**src/hw/rtl/hrsp_pkg.sv**
```systemverilog
`timescale 1ns / 1ps
package hrsp_pkg;

   // phase codes
   localparam logic [2:0] PH_IDLE    = 3'd0;
   localparam logic [2:0] PH_METHOD  = 3'd1;
   localparam logic [2:0] PH_PATH    = 3'd2;
   localparam logic [2:0] PH_VERSION = 3'd3;
   localparam logic [2:0] PH_KEY     = 3'd4;
   localparam logic [2:0] PH_VALUE   = 3'd5;
   localparam logic [2:0] PH_BODY    = 3'd6;

   // event codes
   localparam logic [2:0] EV_QUIET    = 3'd0;
   localparam logic [2:0] EV_METHOD   = 3'd1;
   localparam logic [2:0] EV_PATH     = 3'd2;
   localparam logic [2:0] EV_VERSION  = 3'd3;
   localparam logic [2:0] EV_HEADER   = 3'd4;
   localparam logic [2:0] EV_BODY     = 3'd5;
   localparam logic [2:0] EV_COMPLETE = 3'd6;
   localparam logic [2:0] EV_REJECT   = 3'd7;

   // reject reasons
   localparam logic [2:0] RJ_NONE     = 3'd0;
   localparam logic [2:0] RJ_METHOD   = 3'd1;
   localparam logic [2:0] RJ_PATH     = 3'd2;
   localparam logic [2:0] RJ_VERSION  = 3'd3;
   localparam logic [2:0] RJ_HEADERS  = 3'd4;
   localparam logic [2:0] RJ_BODY     = 3'd5;
   localparam logic [2:0] RJ_TRUNC    = 3'd6;
   localparam logic [2:0] RJ_OVERLONG = 3'd7;

   // path automaton codes
   localparam logic [1:0] PA_START = 2'd0;
   localparam logic [1:0] PA_SLASH = 2'd1;
   localparam logic [1:0] PA_SEG   = 2'd2;
   localparam logic [1:0] PA_BAD   = 2'd3;

   localparam int DEF_MAX_BODY_BYTES    = 8191;
   localparam int DEF_MAX_OTHER_HEADERS = 99;
   localparam int DEF_MAX_KEY_BYTES     = 255;
   localparam int DEF_MAX_VALUE_BYTES   = 1023;
   localparam int DEF_MAX_PATH_BYTES    = 2047;

   // field widths
   localparam int BODY_W  = 13;
   localparam int TALLY_W = 7;

   typedef struct packed {
      logic [2:0]         event_res;
      logic [3:0]         method_code;
      logic [1:0]         version_code;
      logic [1:0]         header_kind;
      logic [TALLY_W-1:0] other_header_count;
      logic [BODY_W-1:0]  declared_length;
      logic [7:0]         body_byte;
      logic [2:0]         reject_reason;
      logic               last;
   } rsp_type;

   // method name byte at position, 0 past the end
   function automatic logic [7:0] meth_chr(input logic [3:0] m, input logic [2:0] p);
      logic [55:0] s;
      case (m)
         4'd0: s = {"GET", 32'h0};
         4'd1: s = {"POST", 24'h0};
         4'd2: s = {"PUT", 32'h0};
         4'd3: s = {"DELETE", 8'h0};
         4'd4: s = {"HEAD", 24'h0};
         4'd5: s = "OPTIONS";
         4'd6: s = {"PATCH", 16'h0};
         4'd7: s = {"TRACE", 16'h0};
         default: s = "CONNECT";
      endcase
      return s[6'(55 - 8 * int'(p)) -: 8];
   endfunction

   function automatic logic [2:0] meth_len(input logic [3:0] m);
      case (m)
         4'd0, 4'd2: return 3'd3;
         4'd1, 4'd4: return 3'd4;
         4'd3: return 3'd6;
         4'd6, 4'd7: return 3'd5;
         default: return 3'd7;
      endcase
   endfunction

   function automatic logic [7:0] ver_chr(input logic [1:0] v, input logic [2:0] p);
      logic [63:0] s;
      case (v)
         2'd0: s = "HTTP/1.0";
         2'd1: s = "HTTP/1.1";
         default: s = "HTTP/2.0";
      endcase
      return s[6'(63 - 8 * int'(p)) -: 8];
   endfunction

   function automatic logic [7:0] key_chr(input logic [1:0] k, input logic [3:0] p);
      logic [111:0] s;
      case (k)
         2'd0: s = {"host", 80'h0};
         2'd1: s = {"user-agent", 32'h0};
         default: s = "content-length";
      endcase
      return s[7'(111 - 8 * int'(p)) -: 8];
   endfunction

   function automatic logic [3:0] key_len(input logic [1:0] k);
      case (k)
         2'd0: return 4'd4;
         2'd1: return 4'd10;
         default: return 4'd14;
      endcase
   endfunction

   function automatic logic seg_char(input logic [7:0] b);
      return (b >= "a" && b <= "z") || (b >= "A" && b <= "Z") || (b >= "0" && b <= "9")
         || b == "." || b == "_" || b == "?" || b == "-";
   endfunction

endpackage

```
**src/hw/rtl/http_request_stream_parser.sv**
```systemverilog
`timescale 1ns / 1ps
// HTTP request parser, one request byte per cycle while the result channel is not stalled.
// Input channel req_*: a raw byte with first (start of request) and final_req
// (end of buffer). A request is taken when req_valid is high and req_stall low.
// Result channel rsp_*: exactly one result per request byte, carrying an event
// code (method, path, version, header line, body byte, complete, rejected),
// latched method/version codes, header kind, header tally, content length,
// body byte, reject reason and a last flag on the closing result.
// Latency: the result for a byte is valid the cycle after it is taken.
// Throughput: one byte per cycle unless req_stall holds the parser; the parser
// state updates in one step from the incoming byte and its state registers,
// the result lands in one output register.
// A new byte is accepted while the output register holds a result, as long as
// that result is taken in the same cycle; when rsp_stall is high and a result
// is waiting, req_stall goes high and the parser holds.
// Reset (synchronous) empties the output register and puts the parser in its
// idle phase, where bytes are dropped until one arrives with first set.
module http_request_stream_parser #(
   parameter int MAX_BODY_BYTES    = hrsp_pkg::DEF_MAX_BODY_BYTES,
   parameter int MAX_OTHER_HEADERS = hrsp_pkg::DEF_MAX_OTHER_HEADERS,
   parameter int MAX_KEY_BYTES     = hrsp_pkg::DEF_MAX_KEY_BYTES,
   parameter int MAX_VALUE_BYTES   = hrsp_pkg::DEF_MAX_VALUE_BYTES,
   parameter int MAX_PATH_BYTES    = hrsp_pkg::DEF_MAX_PATH_BYTES
) (
   input  logic        clock,
   input  logic        reset,
   input  logic        req_valid,
   output logic        req_stall,
   input  logic [7:0]  req_data_byte,
   input  logic        req_first,
   input  logic        req_final_req,
   output logic        rsp_valid,
   input  logic        rsp_stall,
   output logic [2:0]  rsp_event_res,
   output logic [3:0]  rsp_method_code,
   output logic [1:0]  rsp_version_code,
   output logic [1:0]  rsp_header_kind,
   output logic [6:0]  rsp_other_header_count,
   output logic [12:0] rsp_declared_length,
   output logic [7:0]  rsp_body_byte,
   output logic [2:0]  rsp_reject_reason,
   output logic        rsp_last
);
   import hrsp_pkg::*;

   logic    step;
   rsp_type res;
   logic    valid_ff;
   rsp_type out_ff;

   assign req_stall = valid_ff && rsp_stall;
   assign step      = req_valid && !req_stall;

   hrsp_core #(
      .MAX_BODY_BYTES(MAX_BODY_BYTES),
      .MAX_OTHER_HEADERS(MAX_OTHER_HEADERS),
      .MAX_KEY_BYTES(MAX_KEY_BYTES),
      .MAX_VALUE_BYTES(MAX_VALUE_BYTES),
      .MAX_PATH_BYTES(MAX_PATH_BYTES)
   ) u_core (
      .clock(clock),
      .reset(reset),
      .step(step),
      .data_byte(req_data_byte),
      .first(req_first),
      .final_req(req_final_req),
      .rsp(res)
   );

   // output register
   always_ff @(posedge clock) begin
      if (reset) begin
         valid_ff <= 1'b0;
      end else if (!req_stall) begin
         valid_ff <= req_valid;
      end
   end

   always_ff @(posedge clock) begin
      if (step) begin
         out_ff <= res;
      end
   end

   assign rsp_valid              = valid_ff;
   assign rsp_event_res          = out_ff.event_res;
   assign rsp_method_code        = out_ff.method_code;
   assign rsp_version_code       = out_ff.version_code;
   assign rsp_header_kind        = out_ff.header_kind;
   assign rsp_other_header_count = out_ff.other_header_count;
   assign rsp_declared_length    = out_ff.declared_length;
   assign rsp_body_byte          = out_ff.body_byte;
   assign rsp_reject_reason      = out_ff.reject_reason;
   assign rsp_last               = out_ff.last;

   // a request taken always yields a result next cycle
   a_step_result: assert property (@(posedge clock) disable iff (reset)
      step |=> rsp_valid) else $error("request produced no result");

   // reject reason only with reject event
   a_reason: assert property (@(posedge clock) disable iff (reset)
      rsp_valid && rsp_reject_reason != RJ_NONE |-> rsp_event_res == EV_REJECT)
      else $error("reason without reject");

   // reject and complete always close the request
   a_last: assert property (@(posedge clock) disable iff (reset)
      rsp_valid && (rsp_event_res == EV_REJECT || rsp_event_res == EV_COMPLETE)
      |-> rsp_last) else $error("closing event without last");

endmodule

```
**src/hw/rtl/hrsp_core.sv**
```systemverilog
`timescale 1ns / 1ps
module hrsp_core #(
   parameter int MAX_BODY_BYTES    = hrsp_pkg::DEF_MAX_BODY_BYTES,
   parameter int MAX_OTHER_HEADERS = hrsp_pkg::DEF_MAX_OTHER_HEADERS,
   parameter int MAX_KEY_BYTES     = hrsp_pkg::DEF_MAX_KEY_BYTES,
   parameter int MAX_VALUE_BYTES   = hrsp_pkg::DEF_MAX_VALUE_BYTES,
   parameter int MAX_PATH_BYTES    = hrsp_pkg::DEF_MAX_PATH_BYTES
) (
   input  logic              clock,
   input  logic              reset,
   input  logic              step,
   input  logic [7:0]        data_byte,
   input  logic              first,
   input  logic              final_req,
   output hrsp_pkg::rsp_type rsp
);
   import hrsp_pkg::*;

   localparam int POS_MAX = (MAX_PATH_BYTES > MAX_VALUE_BYTES) ?
      ((MAX_PATH_BYTES > MAX_KEY_BYTES) ? MAX_PATH_BYTES : MAX_KEY_BYTES) :
      ((MAX_VALUE_BYTES > MAX_KEY_BYTES) ? MAX_VALUE_BYTES : MAX_KEY_BYTES);
   localparam int POS_W = $clog2(POS_MAX + 1);
   localparam int LEN_W = $clog2(MAX_BODY_BYTES + 2);
   localparam int REM_W = $clog2(MAX_BODY_BYTES + 1);
   localparam int TAL_W = $clog2(MAX_OTHER_HEADERS + 1);
   localparam int MUL_W = LEN_W + 4;

   logic [2:0]       phase_ff, phase_in;
   logic [POS_W-1:0] pos_ff, pos_in;
   logic [8:0]       mmask_ff, mmask_in;
   logic [1:0]       pa_ff, pa_in;
   logic [2:0]       vmask_ff, vmask_in;
   logic [2:0]       kmask_ff, kmask_in;
   logic             crp_ff, crp_in;
   logic [LEN_W-1:0] lval_ff, lval_in;
   logic             lpres_ff, lpres_in;
   logic [REM_W-1:0] brem_ff, brem_in;
   logic [TAL_W-1:0] tally_ff, tally_in;
   logic [3:0]       mreg_ff, mreg_in;
   logic [1:0]       vreg_ff, vreg_in;
   logic [REM_W-1:0] cl_ff, cl_in;

   always_ff @(posedge clock) begin
      if (reset) begin
         phase_ff <= PH_IDLE;
         pos_ff   <= '0;
         mmask_ff <= '1;
         pa_ff    <= PA_START;
         vmask_ff <= '1;
         kmask_ff <= '1;
         crp_ff   <= 1'b0;
         lval_ff  <= '0;
         lpres_ff <= 1'b0;
         brem_ff  <= '0;
         tally_ff <= '0;
         mreg_ff  <= '0;
         vreg_ff  <= '0;
         cl_ff    <= '0;
      end else if (step) begin
         phase_ff <= phase_in;
         pos_ff   <= pos_in;
         mmask_ff <= mmask_in;
         pa_ff    <= pa_in;
         vmask_ff <= vmask_in;
         kmask_ff <= kmask_in;
         crp_ff   <= crp_in;
         lval_ff  <= lval_in;
         lpres_ff <= lpres_in;
         brem_ff  <= brem_in;
         tally_ff <= tally_in;
         mreg_ff  <= mreg_in;
         vreg_ff  <= vreg_in;
         cl_ff    <= cl_in;
      end
   end

   // per-byte state update
   always_comb begin
      logic [2:0]       ph, ev, rsn;
      logic [POS_W-1:0] pos;
      logic [8:0]       mm;
      logic [1:0]       pa, kind;
      logic [2:0]       vm, km;
      logic             crp, lp, lst, hit;
      logic [LEN_W-1:0] lv;
      logic [REM_W-1:0] br, cl;
      logic [TAL_W-1:0] tl;
      logic [3:0]       mr;
      logic [1:0]       vr;
      logic [7:0]       lc;
      logic [MUL_W-1:0] prod;
      ph = phase_ff; pos = pos_ff; mm = mmask_ff; pa = pa_ff; vm = vmask_ff;
      km = kmask_ff; crp = crp_ff; lv = lval_ff; lp = lpres_ff; br = brem_ff;
      tl = tally_ff; mr = mreg_ff; vr = vreg_ff; cl = cl_ff;
      ev = EV_QUIET; rsn = RJ_NONE; lst = 1'b0; kind = 2'd0; hit = 1'b0;
      lc = (data_byte >= "A" && data_byte <= "Z") ? data_byte + 8'd32 : data_byte;
      prod = '0;
      if (first) begin
         pos = '0; mm = '1; pa = PA_START; vm = '1; km = '1; crp = 1'b0; lv = '0;
         lp = 1'b0; br = '0; tl = '0; mr = '0; vr = '0; cl = '0; ph = PH_METHOD;
      end
      if (ph == PH_IDLE) begin
         // dropped
      end else if (data_byte == 8'd0 && ph != PH_BODY) begin
         rsn = RJ_TRUNC;
      end else begin
         unique case (ph)
            PH_METHOD: begin
               if (data_byte == " ") begin
                  for (int j = 8; j >= 0; j--) begin
                     if (mm[j] && POS_W'(meth_len(4'(j))) == pos) begin
                        hit = 1'b1; mr = 4'(j);
                     end
                  end
                  if (hit) begin
                     ev = EV_METHOD; ph = PH_PATH; pos = '0; pa = PA_START;
                  end else rsn = RJ_METHOD;
               end else if (pos >= POS_W'(7)) begin
                  rsn = RJ_METHOD;
               end else begin
                  for (int j = 0; j < 9; j++) begin
                     if (POS_W'(meth_len(4'(j))) <= pos ||
                         meth_chr(4'(j), pos[2:0]) != data_byte) mm[j] = 1'b0;
                  end
                  pos = pos + 1'b1;
               end
            end
            PH_PATH: begin
               if (data_byte == " " || data_byte == 8'h0d) begin
                  if (pa != PA_SLASH && pa != PA_SEG) rsn = RJ_PATH;
                  else if (data_byte == 8'h0d) rsn = RJ_VERSION;
                  else begin
                     ev = EV_PATH; ph = PH_VERSION; pos = '0; vm = '1;
                  end
               end else if (pos >= POS_W'(MAX_PATH_BYTES)) begin
                  rsn = RJ_OVERLONG;
               end else begin
                  pos = pos + 1'b1;
                  case (pa)
                     PA_START: pa = (data_byte == "/") ? PA_SLASH : PA_BAD;
                     PA_SLASH: pa = seg_char(data_byte) ? PA_SEG : PA_BAD;
                     PA_SEG: pa = (data_byte == "/") ? PA_SLASH :
                                  (seg_char(data_byte) ? PA_SEG : PA_BAD);
                     default: pa = PA_BAD;
                  endcase
               end
            end
            PH_VERSION: begin
               if (crp) begin
                  if (data_byte == 8'h0a) begin
                     crp = 1'b0; ph = PH_KEY; pos = '0; km = '1;
                  end else rsn = RJ_VERSION;
               end else if (data_byte == 8'h0d) begin
                  if (pos == POS_W'(8) && vm != 3'd0) begin
                     vr = vm[0] ? 2'd0 : (vm[1] ? 2'd1 : 2'd2);
                     ev = EV_VERSION; crp = 1'b1;
                  end else rsn = RJ_VERSION;
               end else if (data_byte == " " && pos == '0) begin
                  // leading space
               end else if (pos >= POS_W'(8)) begin
                  rsn = RJ_VERSION;
               end else begin
                  for (int j = 0; j < 3; j++)
                     if (ver_chr(2'(j), pos[2:0]) != data_byte) vm[j] = 1'b0;
                  pos = pos + 1'b1;
               end
            end
            PH_KEY: begin
               if (crp) begin
                  if (data_byte == 8'h0a) begin
                     crp = 1'b0;
                     if (lp && cl != '0) begin
                        ph = PH_BODY; br = cl;
                     end else begin
                        ev = EV_COMPLETE; lst = 1'b1; ph = PH_IDLE;
                     end
                  end else rsn = RJ_HEADERS;
               end else if (data_byte == 8'h0d) begin
                  if (pos == '0) crp = 1'b1; else rsn = RJ_HEADERS;
               end else if (data_byte == 8'h0a) begin
                  rsn = RJ_HEADERS;
               end else if (data_byte == ":") begin
                  for (int j = 0; j < 3; j++)
                     if (POS_W'(key_len(2'(j))) != pos) km[j] = 1'b0;
                  ph = PH_VALUE; pos = '0; lv = '0;
               end else if (pos >= POS_W'(MAX_KEY_BYTES)) begin
                  rsn = RJ_OVERLONG;
               end else begin
                  for (int j = 0; j < 3; j++)
                     if (POS_W'(key_len(2'(j))) <= pos ||
                         key_chr(2'(j), pos[3:0]) != lc) km[j] = 1'b0;
                  pos = pos + 1'b1;
               end
            end
            PH_VALUE: begin
               if (crp) begin
                  if (data_byte == 8'h0a) begin
                     kind = km[0] ? 2'd0 : km[1] ? 2'd1 : km[2] ? 2'd2 : 2'd3;
                     if (kind == 2'd3) begin
                        if (tl >= TAL_W'(MAX_OTHER_HEADERS)) rsn = RJ_HEADERS;
                        else tl = tl + 1'b1;
                     end else if (kind == 2'd2) begin
                        if (lv > LEN_W'(MAX_BODY_BYTES)) rsn = RJ_BODY;
                        else begin
                           cl = REM_W'(lv); lp = 1'b1;
                        end
                     end
                     if (rsn == RJ_NONE) begin
                        ev = EV_HEADER; ph = PH_KEY; pos = '0; km = '1; crp = 1'b0;
                     end
                  end else rsn = RJ_HEADERS;
               end else if (data_byte == 8'h0d) begin
                  crp = 1'b1;
               end else if (pos == '0 && (data_byte == " " || data_byte == 8'h09)) begin
                  // leading whitespace
               end else if (pos >= POS_W'(MAX_VALUE_BYTES)) begin
                  rsn = RJ_OVERLONG;
               end else begin
                  pos = pos + 1'b1;
                  if (km[2]) begin
                     if (data_byte >= "0" && data_byte <= "9") begin
                        // value saturates at one past the limit, so x10 stays narrow
                        prod = {lv, 3'b000} + {3'b000, lv, 1'b0}
                             + MUL_W'(data_byte - "0");
                        lv = (prod > MUL_W'(MAX_BODY_BYTES)) ?
                             LEN_W'(MAX_BODY_BYTES + 1) : LEN_W'(prod);
                     end else rsn = RJ_HEADERS;
                  end
               end
            end
            PH_BODY: begin
               ev = EV_BODY;
               if (br != '0) br = br - 1'b1;
               if (br == '0) begin
                  lst = 1'b1; ph = PH_IDLE;
               end
            end
            default: ph = PH_IDLE;
         endcase
      end
      if (rsn != RJ_NONE) begin
         ev = EV_REJECT; lst = 1'b1; ph = PH_IDLE;
      end
      if (final_req && ph != PH_IDLE && !lst) begin
         rsn = RJ_TRUNC; ev = EV_REJECT; lst = 1'b1; ph = PH_IDLE;
      end
      phase_in = ph; pos_in = pos; mmask_in = mm; pa_in = pa; vmask_in = vm;
      kmask_in = km; crp_in = crp; lval_in = lv; lpres_in = lp; brem_in = br;
      tally_in = tl; mreg_in = mr; vreg_in = vr; cl_in = cl;
      rsp.event_res          = ev;
      rsp.method_code        = mr;
      rsp.version_code       = vr;
      rsp.header_kind        = (ev == EV_HEADER) ? kind : 2'd0;
      rsp.other_header_count = TALLY_W'(tl);
      rsp.declared_length    = BODY_W'(cl);
      rsp.body_byte          = (ev == EV_BODY) ? data_byte : 8'd0;
      rsp.reject_reason      = rsn;
      rsp.last               = lst;
   end

endmodule
```
**config.mk**
```make
export PLATFORM = sky130hd
export DESIGN_NAME = http_request_stream_parser
export DESIGN_NICKNAME = d
export VERILOG_FILES = /design/src/hw/rtl/hrsp_pkg.sv /design/src/hw/rtl/http_request_stream_parser.sv /design/src/hw/rtl/hrsp_core.sv
export SDC_FILE = /design/constraint.sdc
export NUM_CORES = 1
export LEC_CHECK = 0
export ABC_AREA = 1
export BUFFER_PORTS_ARGS = -buffer_cell sky130_fd_sc_hd__buf_2
export CAP_MARGIN = 10
export CORE_ASPECT_RATIO = 2
export CORE_MARGIN = 3
export CORE_UTILIZATION = 40
export CTS_CLUSTER_DIAMETER = 50
export CTS_CLUSTER_SIZE = 40
export DETAILED_ROUTE_END_ITERATION = 10
export PLACE_DENSITY = 0.68
export SLEW_MARGIN = 40
export SYNTH_ARGS = -nofsm -noshare
export SYNTH_HDL_FRONTEND = slang
export SYNTH_SLANG_ARGS = --single-unit
export TNS_END_PERCENT = 50
```
**constraint.sdc**
```tcl
create_clock -name clock -period 7.9 [get_ports clock]
set_input_delay 0.395 -clock clock [delete_from_list [all_inputs] [get_ports clock]]
set_output_delay 0.395 -clock clock [all_outputs]
set_load 0.05 [all_outputs]
```
# After elaboration in Yosys (flattened, before gate mapping)

Index checks and enable logic that the tools add are counted.

Register bits after elaboration: 130
Logic and storage cells: 644
Output and inout port bits: 45

Order comparisons: 22
Mux-type cells: 464
$add $sub $neg: 10
Shift-type cells: 15
Reductions and logical operators: 56
Bitwise gates (word level): 4
Eq/ne operators: 49

Operators by type and width:

| operator             | number |
|---|---|
| $mux W112            | 24 |
| $mux W56             | 45 |
| $mux W64             | 21 |
| $shiftx A63 B6 Y8    | 9 |
| $mux W3              | 137 |
| $shiftx A119 B7 Y8   | 3 |
| $mux W11             | 26 |
| $mux W13             | 19 |
| $mux W4              | 59 |
| $shiftx A71 B6 Y8    | 3 |
| $mux W14             | 14 |
| $ne A8 B8 Y1         | 15 |
| $mux W1              | 66 |
| $mux W7              | 8 |
| $eq A3 B11 Y1        | 5 |
| $le A3 B11 Y1        | 5 |
| $pmux W11 S5         | 1 |
| $mux W9              | 6 |
| $mux W2              | 26 |
| $eq A8 B6 Y1 const B | 6 |
| $pmux W3 S6          | 2 |
| $le A4 B11 Y1        | 3 |
| $ne A4 B11 Y1        | 3 |
| $pmux W14 S2         | 1 |
| 53 further kinds     | 113 |

# Longest topological paths before layout

Gate-level depths: netlist (run 1).

Depth after elaboration: 34
Mapped depth: 30
Depth with buffers taken out: 28

# Modules after synthesis

From an unflattened synthesis (run 1), not the netlist that was laid out.

Cells, all modules: 1990
Area, all modules: 12430.7 µm²

Modules (own cells, without submodules):

| module                     | cells an instance | instances | area each (µm²) |
|---|---|---|---|
| hrsp_core                  | 1941              | 1         | 11090.6 |
| http_request_stream_parser | 49                | 1         | 1340.0 |

# Worst setup path before layout (run 1)

No wires, ideal clock.

Path type: input-to-reg
Start: in req_data_byte[6]
End: reg u_core.lval_ff[7]
Path buffers: 2
Setup time: 70 ps
Required time: 7830 ps
Arrival: 4009 ps
Stages on the path: 23
Path slack: 3821 ps
Cells stage by stage: buf_2 > inv_1 > nand2_1 > nor2_1 > inv_1 > fa_1 > inv_1 > ha_1 > a21oi_1 > a21boi_0 > nand2_1 > xnor2_1 > nand2_1 > nor2_1 > clkbuf_1 > nand3_1 > nand2_1 > nand2_1 > nand2_1 > nand2_1 > nand2_1 > nand2_1 > a21oi_1

Cells in the longest elaborated chain, start to end: 13

RTL lines:

| item                   | RTL line                         | source |
|---|---|---|
| start: declaration     | http_request_stream_parser.sv:29 | `input logic [7:0] req_data_byte,` |
| $sub A8 B6 Y9          | hrsp_core.sv:224                 | `+ MUL_W'(data_byte - "0");` |
| $add A18 B18 Y18       | hrsp_core.sv:224                 |  |
| $gt A18 B13 Y1         | hrsp_core.sv:225                 | `lv = (prod > MUL_W'(MAX_BODY_BYTES)) ?` |
| $mux W14               | hrsp_core.sv:225                 |  |
| $mux W14               | hrsp_core.sv:221                 | `if (data_byte >= "0" && data_byte <= "9") begin` |
| $mux W14               | hrsp_core.sv:220                 | `if (km[2]) begin` |
| $mux W14               | hrsp_core.sv:216                 | `end else if (pos >= POS_W'(MAX_VALUE_BYTES)) begin` |
| $mux W14               | hrsp_core.sv:214                 | `end else if (pos == '0 && (data_byte == " " \|\| data_byte == 8'h09)) begin` |
| $mux W14               | hrsp_core.sv:212                 | `end else if (data_byte == 8'h0d) begin` |
| $mux W14               | hrsp_core.sv:196                 | `if (crp) begin` |
| $pmux W14 S2           | hrsp_core.sv:107                 | `unique case (ph)` |
| $mux W14 *             | hrsp_core.sv:104                 | `end else if (data_byte == 8'd0 && ph != PH_BODY) begin` |
| $mux W14 *             | hrsp_core.sv:102                 | `if (ph == PH_IDLE) begin` |
| end signal: assignment | hrsp_core.sv:67                  | `lval_ff <= lval_in;` |
| end: declaration       | hrsp_core.sv:35                  | `logic [LEN_W-1:0] lval_ff, lval_in;` |

Every way passes the cells marked *; elsewhere a longest branch is shown, timed or not.
A chain may end at the register's enable or synchronous reset.

# Final worst setup path (run 1)

Start: in req_first
End: reg u_core.pos_ff[8]

Cells in the longest elaborated chain, start to end: 21

RTL lines:

| item                                                    | RTL line                         | source |
|---|---|---|
| start: declaration                                      | http_request_stream_parser.sv:30 | `input logic req_first,` |
| branches (longest 20 deep; another with $gt A14 B13 Y1) | --                               |  |
| $mux W11 *                                              | hrsp_core.sv:102                 |  |
| end signal: assignment                                  | hrsp_core.sv:61                  | `pos_ff <= pos_in;` |
| end: declaration                                        | hrsp_core.sv:29                  | `logic [POS_W-1:0] pos_ff, pos_in;` |

Every way passes the cells marked *. The select of a mux whose other input is x is not followed.

==> results of run 1 <==
flip-flops by register name, indices dropped and copies added (netlist names), 2 cells and up:
register / cells
u_core.lval_ff: 14
rsp_declared_length: 13
u_core.brem_ff: 13
u_core.cl_ff: 13
u_core.pos_ff: 11
u_core.mmask_ff: 9
rsp_body_byte: 8
rsp_other_header_count: 7
u_core.tally_ff: 7
rsp_method_code: 4
u_core.mreg_ff: 4
rsp_event_res: 3
rsp_reject_reason: 3
u_core.kmask_ff: 3
u_core.phase_ff: 3
u_core.vmask_ff: 3
rsp_header_kind: 2
rsp_version_code: 2
u_core.pa_ff: 2
u_core.vreg_ff: 2
report_power, final:
group / leakage, nW / internal (mW) / switching (mW)
clock: 0.284 / 0.523 / 0.318
sequential: 1.15 / 0.731 / 0.0208
combinational: 5.00 / 0.120 / 0.345
through the flow:
step                      area [um^2]  setup WS [ps]  util (%)
after detailed placement        12900           2730      42.5
after global routing            13500           3030      44.6
final                           13600           3260      44.6
after global placement          12900           2500      42.5
after CTS                       13500           3170      44.5
after floorplan                 12400           3820         -
critical path, delay by kind of cell:
kind | cells | cell delay, ps
AND/OR/NAND/NOR | 8 | 1880
AO/OA/AOI/OAI | 3 | 470
buffers and inverters | 6 | 1790
adder cells (fa/ha/maj) | 1 | 420
layout make-up:
cell class              instances  area (um^2)  share of cell area, %
diodes                          1         2.50                 0.0185
multi-input cells            1543         8080                   59.6
inverters                     262          991                   7.31
repair buffers                 70          387                   2.85
clock buffers                  20          437                   3.22
flip-flops and latches        130         3030                   22.4
clock inverters                12          164                   1.21
well taps                     368          460                   3.40
Yosys cell counts (all sizes together), types with 3 or more instances:
cell	count	area share, %
nand2	519	16
nand3	135	5.7
clkinv	8	0.24
o22ai	11	0.55
a22oi	3	0.18
a21oi	220	8.9
xor2	36	2.5
nand4	27	1.4
dfxtp	87	14
edfxtp	43	10
fa	13	2.1
nor2	235	7.9
a31oi	7	0.35
o211ai	28	1.7
nor3	26	1.3
o2111ai	10	0.70
o31ai	11	0.66
o21ai	164	6.8
ha	45	4.5
buf	28	1.4
a32o	3	0.24
a211oi	9	0.54
nand3b	5	0.30
o21bai	5	0.30
xnor2	7	0.49
clkbuf	47	1.4
inv	254	7.7
or2	5	0.25
a221oi	4	0.28
metal layers:
layer  share of wire (%)  vias up  track usage, %
met5                   0        -               0
met4                 9.3        0            21.8
met3                 8.1      310            5.64
met2                  49      829            48.4
met1                  34     6545            29.8
li1                    -     6696               -
cell families after synthesis:
kind of cell	count (synthesis)	synth area share, %
AO/OA/AOI/OAI	487	22.0
buffers and inverters	337	10.8
AND/OR/NAND/NOR	955	33.2
flip-flops	130	24.4
adder cells (fa/ha/maj)	58	6.62
XOR/XNOR	43	3.03
worst max-delay path by stage:
stage / endpoint / slack [ps]
after global placement: u_core.lval_ff[10] / 2500
after detailed placement: u_core.lval_ff[4] / 2730
after floorplan: u_core.lval_ff[7] / 3820
after CTS: u_core.lval_ff[4] / 3170
final: u_core.pos_ff[8] / 3260
after global routing: u_core.pos_ff[6] / 3030
==> results.ini, run 1 <==
[outcome]
status = complete, no violations

[worst_setup_path]
r2r_end = u_core.lval_ff[2]
reg2reg_slack_ps = 3490
cp_max_fo = 68
r2r_start = u_core.lval_ff[2]
required_ps = 8260
reg2reg_depth = 21
crit_type = in -> reg
crit_path_start_kind = primary input
cpMaxStageDelayCell = nor2_1
worst-endpoint-arrival_ps = 5000
crit_path_end_kind = flip-flop
cp_cell_sequence = buf_4, inv_4, nand2_4, clkinv_1, ha_1, inv_1, nor2_2, nand3_1, nand3_1, inv_1, nand2_1, nor2_1, inv_1, o21ai_0, nand3_1, o2111ai_1, nand2_1, a21oi_1
startpoint = req_first
critPathMaxStageDelay_ps = 730

[min_path]
hp-class = in -> reg
worstHoldStart = rsp_stall
worstHoldEndpoint = rsp_valid
holdPathStages = 3

[yosys]
yosys_register_bits = 130
synth_async_sr_flop_share_pct = 0
netlist_area_um2 = 12400
synth_cells = 2010
synth-edff-count = 43
syn_nets = 2082
ys.flop_type = dfxtp_1
ys_warn_count = 0
synth.avg_cell_area_um2 = 6.19
yosys.cell_types.count = 55
ys_seq_area_share_pct = 24.4

[die]
num_io_pins = 59
die_x_um = 131
num_rows = 90
die_area_um2 = 33400
start_util_pct = 40.9
core_um2 = 30400
die_h_um = 255

[placement]
port_buffers = 58
dp.cells = 2373
gp_congestion = 1.11
place_hpwl_um = 35000

[grt]
grt_max_degree = 79
gr-total-overflow = 0
first_global_vias = 13973
grt_use_total_pct = 28.4
antenna_found_initial = 1
grt_pass1_wl_um = 74600

[clocking]
cts_sinks = 130
ctsResizeCount = 0
postCtsSetupBuffers = 0
cts_tree = yes
cts_max_level = 4
cts_buffers = 17
cts_root_buf = clkbuf_16
clock_latency_ps = 450
ctsHoldBuffers = 0
clk_transition_reported_paths_ps = 60
clockBufferDepth = 2

[sta]
setup_violations = 0
slew_headroom_pct = 41.3
whs_ps = 236
fin_skew_ps = 20.9
fmax_mhz = 216
rsz0062_at_grt = false
worstMarginPinSlew_ps = 880
finalCriticalPeriod_ps = 4640
tns_ps = 0
hold_viol_final = 0
final.period_utilization_pct = 58.7
drv_slew = 0

[finish]
nets = 2096
drive_above_1_share_pct = 9.62
final_common_cell = nand2_1
syn2layout_area_growth_pct = 8.98
fillerInstances = 3229
final_cell_mix = nand2_1 (498), inv_1 (235), a21oi_1 (219)
fin_cells = 2406

[power]
power_density_nw_per_um2 = 152
peakVddDrop_v = 0.000156
power.total_mw = 2.06
p_leak_nw = 6.44

[job]
maxCapViolations = 0

[routing]
vias = 14380
routed_wl_um = 47600
drcViolationCount = 0
avgViaCountPerCell = 5.98
drt-initial-drc-count = 1606
first_pass_iters = 6
avgRoutedWirePerCell_um = 19.8
ant_nets = 0

Power figures use the tool's default switching activity.
==> inputs of run 2 (changes only) <==
Settings changed: PLACE_DENSITY 0.68 to 0.7.
Clock period 7.9 ns to 4.1 ns, I/O delays scaled along.
==> results.ini, run 2 (synthesis gave the netlist of run 1 again) <==
[routing]
drcViolationCount = 0  ; unchanged
first_pass_iters = 6  ; unchanged
routed_wl_um = 48000  ; was 47600 um
avgRoutedWirePerCell_um = 19.2  ; was 19.8 um
drt-initial-drc-count = 1421  ; was 1606
vias = 14387  ; was 14380
ant_nets = 0  ; unchanged
avgViaCountPerCell = 5.77  ; was 5.98

[finish]
syn2layout_area_growth_pct = 13.9  ; was 8.98%
top_register = u_core.lval_ff  ; unchanged
final-seq-area_um2 = 3030  ; unchanged
fillerInstances = 3192  ; was 3229
largest_reg_flops = 14  ; unchanged
nets = 2184  ; was 2096
final_area_um2 = 14200  ; was 13600 um^2
final_common_cell = nand2_1  ; unchanged
final_cell_mix = nand2_1 (499), inv_1 (236), a21oi_1 (219)  ; was nand2_1 (498), inv_1 (235), a21oi_1 (219)
multiInputGateArea_um2 = 8070  ; was 8080 um^2
drive_above_1_share_pct = 13.6  ; was 9.62%
insertedDiodeCount = 0  ; was 1

[placement]
port_buffers = 58  ; unchanged
place_ws_ps = -9.93  ; was 2730 ps
placed_cell_area_um2 = 13600  ; was 12900 um^2
gp_congestion = 1.02  ; was 1.11
place_hpwl_um = 36800  ; was 35000 um

[worst_setup_path]
cp_cell_sequence = buf_2, inv_1, nand2_1, nor2_1, inv_1, fa_1, inv_1, ha_1, a21oi_1, a21boi_0, nand2_1, xnor2_1, nand2_1, nor2_1, buf_4, nand3_1, nand2_1, nand2_1, nand2_1, nand2_1, nand2_1, nand2_1, a21oi_1  ; was buf_4, inv_4, nand2_4, clkinv_1, ha_1, inv_1, nor2_2, nand3_1, nand3_1, inv_1, nand2_1, nor2_1, inv_1, o21ai_0, nand3_1, o2111ai_1, nand2_1, a21oi_1
cp_max_fo = 14  ; was 68
r2r_start = u_core.lval_ff[4]  ; was u_core.lval_ff[2]
critPathMaxStageDelay_ps = 510  ; was 730 ps
reg2reg_depth = 25  ; was 21
crit_type = in -> reg  ; unchanged
worst_path_most_repeated_cell = nand2_1
cpMaxStageDelayCell = fa_1  ; was nor2_1
worst-endpoint-arrival_ps = 4010  ; was 5000 ps
crit_path_end_kind = flip-flop  ; unchanged
required_ps = 4480  ; was 8260 ps
reg2reg_slack_ps = 470  ; was 3490 ps
crit_path_start_kind = primary input  ; unchanged
r2r_end = u_core.lval_ff[2]  ; unchanged

[die]
core_um2 = 30400  ; unchanged
start_util_pct = 40.9  ; unchanged
die_h_um = 255  ; unchanged
die_area_um2 = 33400  ; unchanged
num_io_pins = 59  ; unchanged
num_rows = 90  ; unchanged
die_x_um = 131  ; unchanged

[sta]
slew_headroom_pct = 51.5  ; was 41.3%
setup_violations = 0  ; unchanged
fmax_mhz = 275
worstMarginPinSlew_ps = 727  ; was 880 ps
finalCriticalPeriod_ps = 3640
drv_slew = 0  ; unchanged
hold_viol_final = 0  ; unchanged
rsz0062_at_grt = false  ; unchanged
fin_skew_ps = 19.4  ; was 20.9 ps
final.period_utilization_pct = 88.7
setup_ws_ps = 463  ; was 3260 ps

[clocking]
cts_root_buf = clkbuf_16  ; unchanged
clk_transition_reported_paths_ps = 70  ; was 60 ps
cts_tree = yes  ; unchanged
cts_buffers = 17  ; unchanged
clock_latency_ps = 460  ; was 450 ps
cts_sinks = 130  ; unchanged
postCtsSetupBuffers = 0  ; unchanged
clockBufferDepth = 2  ; unchanged
cts_max_level = 4  ; unchanged

[min_path]
hp-class = in -> reg  ; unchanged
holdPathStages = 3  ; unchanged
worstHoldStart = rsp_stall  ; unchanged
worstHoldEndpoint = rsp_valid  ; unchanged

[power]
power_density_nw_per_um2 = 276  ; was 152 nW/um^2
peakVddDrop_v = 0.000320  ; was 0.000156 V
p_leak_nw = 6.86  ; was 6.44 nW

[grt]
antenna_found_initial = 0  ; was 1
gr-total-overflow = 0  ; unchanged
first_global_vias = 14094  ; was 13973
grt_use_total_pct = 28.6  ; was 28.4%
grt_max_degree = 60  ; was 79
grt_pass1_wl_um = 74600  ; about the same

[outcome]
status = complete, no violations  ; unchanged

[job]
maxCapViolations = 0  ; unchanged

run 2: worst max-delay path: cells and delay by family:
family	cells	cell delay, ps
AOI/OAI and AO/OA	3	620
xor gates and xnor gates	1	250
adders and majority gates	2	900
buffers and inverters	5	790
and+or+nand+nor	12	1250
run 2: power breakdown:
group	leakage (nW)	internal (mW)	switching [mW]
Combinational	5.43	0.273	0.673
Sequential	1.15	1.41	0.0406
Clock	0.276	0.804	0.707
Total	6.86	2.48	1.42
run 2: stage by stage:
stage	utilization (%)	hold slack, ps	TNS [ps]	total power, mW	std cells
after floorplan	-	360	0	2.11	2010
after global placement	44.7	445	-8.29	2.40	2461
final	46.6	33.1	0	3.91	2493
after CTS	46.6	22.0	0	3.90	2493
after global routing	46.6	50.2	0	4.07	2493
after detailed placement	44.7	454	-9.93	2.40	2461
run 2: routing by layer:
metal	up-vias	routed length, um	GRT usage [%]
met5	-	0	0
met4	0	4430	22.1
met3	263	2850	4.41
met2	685	24000	49.5
met1	6570	16700	29.8
li1	6869	-	-
run 2: worst max path at each step:
stage | end | slack (ps) | startpoint
floorplan | u_core.lval_ff[7] | 210 | req_data_byte[6]
global placement | u_core.lval_ff[2] | -8 | req_data_byte[7]
detailed placement | u_core.lval_ff[2] | -10 | req_data_byte[7]
CTS | u_core.lval_ff[2] | 460 | u_core.lval_ff[4]
global route | u_core.lval_ff[7] | 40 | u_core.lval_ff[4]
finish | u_core.lval_ff[2] | 460 | req_data_byte[7]
run 2: cell type report:
cell class / instances / share of cell area, %
sequential: 130 / 21.4
clock inverter: 15 / 0.989
tap: 368 / 3.25
clock buffer: 17 / 3.00
multi-input combinational: 1543 / 57.0
inverter: 262 / 7.02
timing repair buffer: 158 / 7.35
run 2: repair_timing:
action	in CTS	in global routing
hold buffers	0	0
endpoints found under the setup margin	0	5
resized for setup	0	1
